$ cat config.mk
export PLATFORM = sky130hd
export DESIGN_NAME = dmbpl_front
export DESIGN_NICKNAME = d
export VERILOG_FILES = /design/src/hw/rtl/dmbpl_pkg.sv /design/src/hw/rtl/dmbpl_front.sv
export SDC_FILE = /design/constraint.sdc
export NUM_CORES = 1
export LEC_CHECK = 0
export ABC_AREA = 1
export BUFFER_PORTS_ARGS = -buffer_cell sky130_fd_sc_hd__clkbuf_2
export CAP_MARGIN = 20
export CORE_UTILIZATION = 50
export CTS_BUF_LIST = sky130_fd_sc_hd__clkbuf_4 sky130_fd_sc_hd__clkbuf_8 sky130_fd_sc_hd__clkbuf_16
export DETAILED_ROUTE_END_ITERATION = 10
export PLACE_DENSITY = 0.76
export SLEW_MARGIN = 20
export SYNTH_ARGS = -nofsm -noshare
export SYNTH_HDL_FRONTEND = slang
export SYNTH_SLANG_ARGS = --single-unit
$ cat constraint.sdc
create_clock -name i_clk -period 15.95 [get_ports i_clk]
set_input_delay 0.7975 -clock i_clk [delete_from_list [all_inputs] [get_ports i_clk]]
set_output_delay 0.7975 -clock i_clk [all_outputs]
set_load 0.02 [all_outputs]
$ cat src/hw/rtl/dmbpl_pkg.sv
// ----------------------------------------------------------------------------
// Depth map point lookup package
// Shared types, codes and default sizes of the bilinear point lookup block.
// ----------------------------------------------------------------------------
`timescale 1ns / 1ps
`default_nettype none

package dmbpl_pkg;

    localparam int unsigned MAP_DEPTH_DEF   = 524288;
    localparam int unsigned POINT_DEPTH_DEF = 524288;
    localparam int unsigned FRAC_BITS_DEF   = 8;

    localparam int unsigned DIM_W   = 11;
    localparam int unsigned COUNT_W = 20;
    localparam int unsigned OP_W    = 2;
    localparam int unsigned ADDR_W  = 19;
    localparam int unsigned VAL_W   = 20;
    localparam int unsigned COORD_W = 32;
    localparam int unsigned QPOS_W  = 20;
    localparam int unsigned CIDX_W  = 2;
    localparam int unsigned CDATA_W = 20;

    localparam logic [DIM_W-1:0]   RST_WIDTH  = 11'd640;
    localparam logic [DIM_W-1:0]   RST_HEIGHT = 11'd480;
    localparam logic [COUNT_W-1:0] RST_COUNT  = 20'd0;

    typedef enum logic [OP_W-1:0] {
        OP_QUERY    = 2'd0,
        OP_WR_MAP   = 2'd1,
        OP_WR_POINT = 2'd2
    } t_op;

    typedef enum logic [CIDX_W-1:0] {
        CFG_WIDTH  = 2'd0,
        CFG_HEIGHT = 2'd1,
        CFG_COUNT  = 2'd2
    } t_cfg_idx;

    typedef enum logic [3:0] {
        S_IDLE,
        S_DECODE,
        S_MAPADDR,
        S_MAPRD,
        S_MAPCHK,
        S_PTRD,
        S_MUL,
        S_DRAIN,
        S_OUT
    } t_state;

    typedef struct packed {
        t_op                        op;
        logic [ADDR_W-1:0]          addr;
        logic signed [VAL_W-1:0]    map_value;
        logic signed [COORD_W-1:0]  px;
        logic signed [COORD_W-1:0]  py;
        logic signed [COORD_W-1:0]  pz;
        logic signed [QPOS_W-1:0]   qx;
        logic signed [QPOS_W-1:0]   qy;
    } t_item;

    typedef struct packed {
        logic [DIM_W-1:0]   width;
        logic [DIM_W-1:0]   height;
        logic [COUNT_W-1:0] count;
    } t_cfg;

endpackage

`default_nettype wire

$ cat src/hw/rtl/dmbpl_front.sv
// ----------------------------------------------------------------------------
// Front end of the point lookup
// Accepts items, drops unknown operations and queues the rest for the back end.
// ----------------------------------------------------------------------------
`timescale 1ns / 1ps
`default_nettype none

module dmbpl_front import dmbpl_pkg::*; (
    input  wire logic                       i_clk,
    input  wire logic                       i_rst_n,
    input  wire logic                       i_start,
    input  wire logic [OP_W-1:0]            i_op,
    input  wire logic [ADDR_W-1:0]          i_entry_address,
    input  wire logic signed [VAL_W-1:0]    i_map_value,
    input  wire logic signed [COORD_W-1:0]  i_point_x,
    input  wire logic signed [COORD_W-1:0]  i_point_y,
    input  wire logic signed [COORD_W-1:0]  i_point_z,
    input  wire logic signed [QPOS_W-1:0]   i_query_x,
    input  wire logic signed [QPOS_W-1:0]   i_query_y,
    output logic                            o_busy,
    output logic                            o_item_valid,
    output t_item                           o_item,
    input  wire logic                       i_item_take
);

    t_item      r_q [2];
    logic       r_wp;
    logic       r_rp;
    logic [1:0] r_cnt;
    logic [1:0] n_cnt;
    logic       op_known;
    logic       push;
    logic       pop;
    t_item      in_item;

    assign op_known = (i_op == OP_QUERY) || (i_op == OP_WR_MAP) || (i_op == OP_WR_POINT);
    assign o_busy   = (r_cnt == 2'd2);
    assign push     = i_start && !o_busy && op_known;
    assign o_item_valid = (r_cnt != 2'd0);
    assign pop      = i_item_take && o_item_valid;
    assign o_item   = r_q[r_rp];

    always_comb begin
        in_item.op        = t_op'(i_op);
        in_item.addr      = i_entry_address;
        in_item.map_value = i_map_value;
        in_item.px        = i_point_x;
        in_item.py        = i_point_y;
        in_item.pz        = i_point_z;
        in_item.qx        = i_query_x;
        in_item.qy        = i_query_y;
    end

    always_comb begin
        n_cnt = r_cnt;
        if (push && !pop) begin
            n_cnt = r_cnt + 2'd1;
        end else if (pop && !push) begin
            n_cnt = r_cnt - 2'd1;
        end
    end

    always_ff @(posedge i_clk) begin
        if (!i_rst_n) begin
            r_wp  <= 1'b0;
            r_rp  <= 1'b0;
            r_cnt <= 2'd0;
        end else begin
            r_cnt <= n_cnt;
            if (push) begin
                r_wp <= !r_wp;
            end
            if (pop) begin
                r_rp <= !r_rp;
            end
        end
    end

    always_ff @(posedge i_clk) begin
        if (push) begin
            r_q[r_wp] <= in_item;
        end
    end

endmodule

`default_nettype wire

-- Yosys cells after proc, flatten, opt, wreduce, memory -nomap -nowiden
Memory sizes are Yosys's and may differ from the RTL's. A register that Yosys moved wholly into a read port is not among the register bits.
Index checks and enable logic that the tools add are counted.
- register bits: 4
- memories kept: 1
- logic and storage cells: 30
- output and inout bits: 179
- bits in writable memories: 354
- input bits: 181
- memory list (name ; words ; width ; rd ports ; clocked after memory_dff ; wr ports ; line ; source):
    r_q ; 2 ; 177 ; 1 ; 1 ; 1 ; dmbpl_front.sv:26 ; t_item r_q [2];
- mux-type cells: 6
- add/subtract/negate cells: 2
- reduce and logical (&&, ||, !) cells: 15
- equality and inequality tests: 3
- operators with widths (operator ; count):
    logical AND 1 bit ; 5
    zero test 1 bit ; 5
    equality test 2 bit, second input constant ; 2
    2-to-1 mux 1 bit ; 4
    2-to-1 mux 2 bit ; 2
    nonzero test 2 bit ; 2
    adder 2 x 1 -> 2 bit, second input constant ; 1
    equality test 2 x 1 -> 1 bit, second input constant ; 1
    zero test 2 bit ; 1
    logical OR 1 bit ; 2
    subtractor 2 x 1 -> 2 bit, second input constant ; 1

-- Depth between registers and ports, before layout
- depth after elaboration: 8
- mapped depth: 10
- gate-level depth less buffers: 10

-- Worst setup path before layout
OpenSTA, ideal clock, no wires.
- path kind: input to register
- from: in i_op[0]
- to: mem r_q[0][0] in the netlist's numbering, enable pin
- setup slack: 2203 ps
- cell stages on the path: 3
- path buffers: 0
- arrival time: 12817 ps
- required time: 15020 ps
- library setup time: 930 ps
- cell sequence: nand2_1 nand2_1 nor3_1
- cells in the longest elaborated chain, start to end: 6
- elaborated cells on any way between the ends: 8
- those cells by class: eq/ne (2); mux (2); reduce/logical (4)
- ends and longest elaborated chain (what ; line ; source):
    start: declaration ; dmbpl_front.sv:12 ; input wire logic [OP_W-1:0] i_op,
    equality test 2 x 1 -> 1 bit or zero test 2 bit (tied branches) ; dmbpl_front.sv:36 ; assign op_known = (i_op == OP_QUERY) || (i_op == OP_WR_MAP) || (i_op == OP_WR_POINT);
    logical OR 1 bit ; dmbpl_front.sv:36 ;
    logical OR 1 bit * ; dmbpl_front.sv:36 ;
    logical AND 1 bit * ; dmbpl_front.sv:38 ; assign push = i_start && !o_busy && op_known;
    2-to-1 mux 1 bit * ; dmbpl_front.sv:80 ; if (push) begin
    2-to-1 mux 1 bit (not written as such) * ; dmbpl_front.sv:81 ; r_q[r_wp] <= in_item;
    end: declaration ; dmbpl_front.sv:26 ;
Every way passes the cells marked *; elsewhere a longest branch is shown, timed or not.

==> metrics.md <==
| Metric | Value |
|---|---|
| Depth of the CTS H-tree | `2` |
| Layout cell share with drive strength beyond 1 | `0.606` |
| Fin. max-slew vios | `0` |
| Max Fanout on Critical Path | `62` |
| Worst Setup Slack, final | `12070 ps` |
| Clock power share | `0.314` |
| Clock slew at reported path FFs | `60 ps` |
| Synth cell types | `16` |
| Int Pwr | `1.94 mW` |
| Final Instance Area | `0.0168 mm^2` |
| CTS resizes | `0` |
| Hpwl dp | `17.3 mm` |
| Area Overhead vs Synth | `24.2%` |
| Power density over the cells | `158 mW/mm^2` |
| # diodes | `0` |
| CTS tree | `done` |
| Hold_ws | `482 ps` |
| Row count | `slightly below 60` |
| Register bit total from synthesis | `between 300 and 400` |
| Synth Instances | `589` |
| Non-Filler Instances | `1331` |
| Wirelength per Cell | `between 15 and 20 um` |
| Post-synth top area share | `0.784` |
| Detail Route Antenna Nets | `0` |
| Setup violators final | `0` |
| First-pass DRT Iterations | `4` |
| Sw frac | `0.271` |
| Flop pwr share | `0.450` |
| Seq/Total Area, Yosys | `0.792` |
| WHS Path Cells | `1` |
| Pre-CTS setup slack | `12530 ps` |
| Mean Syn Cell Area | `23.0 um^2` |
| Clk buf depth | `3` |
| Critical Path Source Type | `flop` |
| Logic pwr share | `0.236` |
| Post-Syn Area | `0.0136 mm^2` |
| Clock Latency Late Sink | `500 ps` |
| IO buf count | `359` |
| First-pass GRT wire length | `~39 mm` |
| Peak Freq | `approximately 0.26 GHz` |
| Setup Skew | `8.17 ps` |
| Setup Buffers After CTS | `0` |
| Critical path class | `reg2out` |
| Drt first-iter violations | `roughly 440` |
| Core Area | `approximately 0.026 mm^2` |
| Syn nets | `771` |
| Min-delay worst type | `in2reg` |
| Vias | `6720` |
| Setup TNS | `0 ps` |
| Via density | `5.05` |
| Status | `completed` |
| Final Hold Fails | `0` |
| Hold-fix buffers, CTS | `0` |
| Worst Hold End | `r_q[1][162]$_DFFE_PP_` |
| Overall Global Routing Usage | `0.182` |
| Post-layout minimum cycle time | `3880 ps` |
| DRC | `0` |
| Hold wc startpoint | `i_entry_address[6]` |
| CTS Sinks | `359` |
| Slew margin rel. | `0.259` |
| GRT overflow | `0` |
| Arrival time worst endpoint | `3080 ps` |
| Placer Congestion | `0.764` |
| FF-to-FF End | `r_q[1][97]$_DFFE_PP_` |
| Cells after DPL | `1270` |
| Die H | `167 um` |
| Initial antenna violation count | `0` |
| FF-to-FF path depth | `6` |
| Tot Pwr | `2.67 mW` |
| Largest net degree at the start of global routing | `79` |
| Vias in the first global route | `slightly above 7000` |
| Total die area | `0.0278 mm^2` |
| Req. time, crit path | `15150 ps` |
| Worst R2R Start | `r_cnt[1]$_SDFFE_PN0P_` |
| Final period util | `0.243` |
| Reg2reg setup slack | `between 10000 and 15000 ps` |
| Cts bufs inserted | `37` |
| Max cap viols | `0` |
| Layout Nets | `1156` |
| Synth warn | `0` |
| Lkg Pwr | `6.64 nW` |
| Setup repair after global routing missed its margin | `no` |
| Die Span X | `167 um` |
| Post-synth top area cell | `edfxtp_1` |
| Util after Layout | `0.639` |
| Initial Utilization | `0.514` |
| CTS root buf | `clkbuf_16` |
| I/O pins | `360` |
| Switching Power | `0.721 mW` |
| VDD IR max | `0.117 mV` |
| Measured slew at the worst slew-check pin | `1110 ps` |
| Dpl cell area | `~0.016 mm^2` |
| CP endpoint kind | `output port` |
| Final wirelength | `25.4 mm` |
| Top cells by area, synth | `edfxtp_1 78%, mux2_4 14%, mux2_2 3.9%` |
synth_stat cells (all sizes together):
cell      n
a21oi     1
dfxtp     5
o21a      1
nand4     1
nor2      8
edfxtp  354
mux2    177
inv       7
nand3     1
buf      20
nand2    11
o21ai     1
ha        1
nor3      1
power by group through the flow:
stage / logic, mW / clock network [mW] / registers, mW
floorplan: 0.481 / 0 / 1.23
global placement: 0.629 / 0 / 1.22
detailed placement: 0.635 / 0 / 1.22
CTS: 0.637 / 0.857 / 1.20
global route: 0.665 / 0.893 / 1.21
finish: 0.628 / 0.837 / 1.20
layout make-up:
cell class,count,area [um^2]
Fill cell,1851,9520
Clock buffer,51,1070
Clock inverter,10,128
Tap cell,335,419
Timing Repair Buffer,366,1850
Multi-Input combinational cell,203,2600
Sequential cell,359,10700
Inverter,7,31.3
layer usage:
layer  up-vias  global-route usage  routed length, um
li1       3108                   -                  -
met1      3276               0.213               9670
met2       287               0.317              12900
met3        49              0.0556               2060
met4         0              0.0644                694
met5         -                   0                  0
registers in the layout, summed over array words and instances, names as in the netlist, named ones only:
signal and count:
r_wp 1, r_cnt 2, r_q 354, r_rp 1
worst max path at each step:
stage / from / end / slack (ps) / depth (start not counted)
2_1_floorplan: i_op[0] / r_q[0][0]$_DFFE_PP_ / 2200 / 3
3_3_place_gp: flop / o_item[30] / 12510 / 3
3_5_place_dp: flop / o_item[172] / 12530 / 3
4_1_cts: flop / o_item[172] / 11990 / 3
5_1_grt: flop / o_item[28] / 11880 / 3
6_report: flop / o_item[28] / 12070 / 3
critical path, cell delays in order, from the launching register on:
cell and delay (ps):
dfxtp_4 950, buf_4 950, mux2_2 420, clkbuf_2 150
cells by family after synthesis:
| kind of cell | count (synthesis) | share of synthesized area |
|---|---|---|
| mux | 177 | 0.183 |
| compound gates | 3 | 0.00129 |
| fa+ha+maj | 1 | 0.000923 |
| flops | 359 | 0.792 |
| simple gates | 22 | 0.00646 |
| buf+inv | 27 | 0.0167 |
placed cells by master (no fill, tap or decap):
cell type / count
clkbuf_2: 359
edfxtp_1: 354
mux2_4: 130
mux2_2: 47
clkbuf_16: 39
clkbuf_4: 12
nand2_1: 11
nor2_1: 8
buf_4: 7
inv_1: 6
dfxtp_1: 4
clkinv_1: 3
bufinv_16: 3
inv_6: 2
clkinv_2: 2
o21a_1: 1
nor3_2: 1
o21ai_0: 1
a21oi_1: 1
nand3_1: 1
nand4_1: 1
ha_1: 1
dfxtp_4: 1
clkinvlp_4: 1
Power figures use the tool's default switching activity.
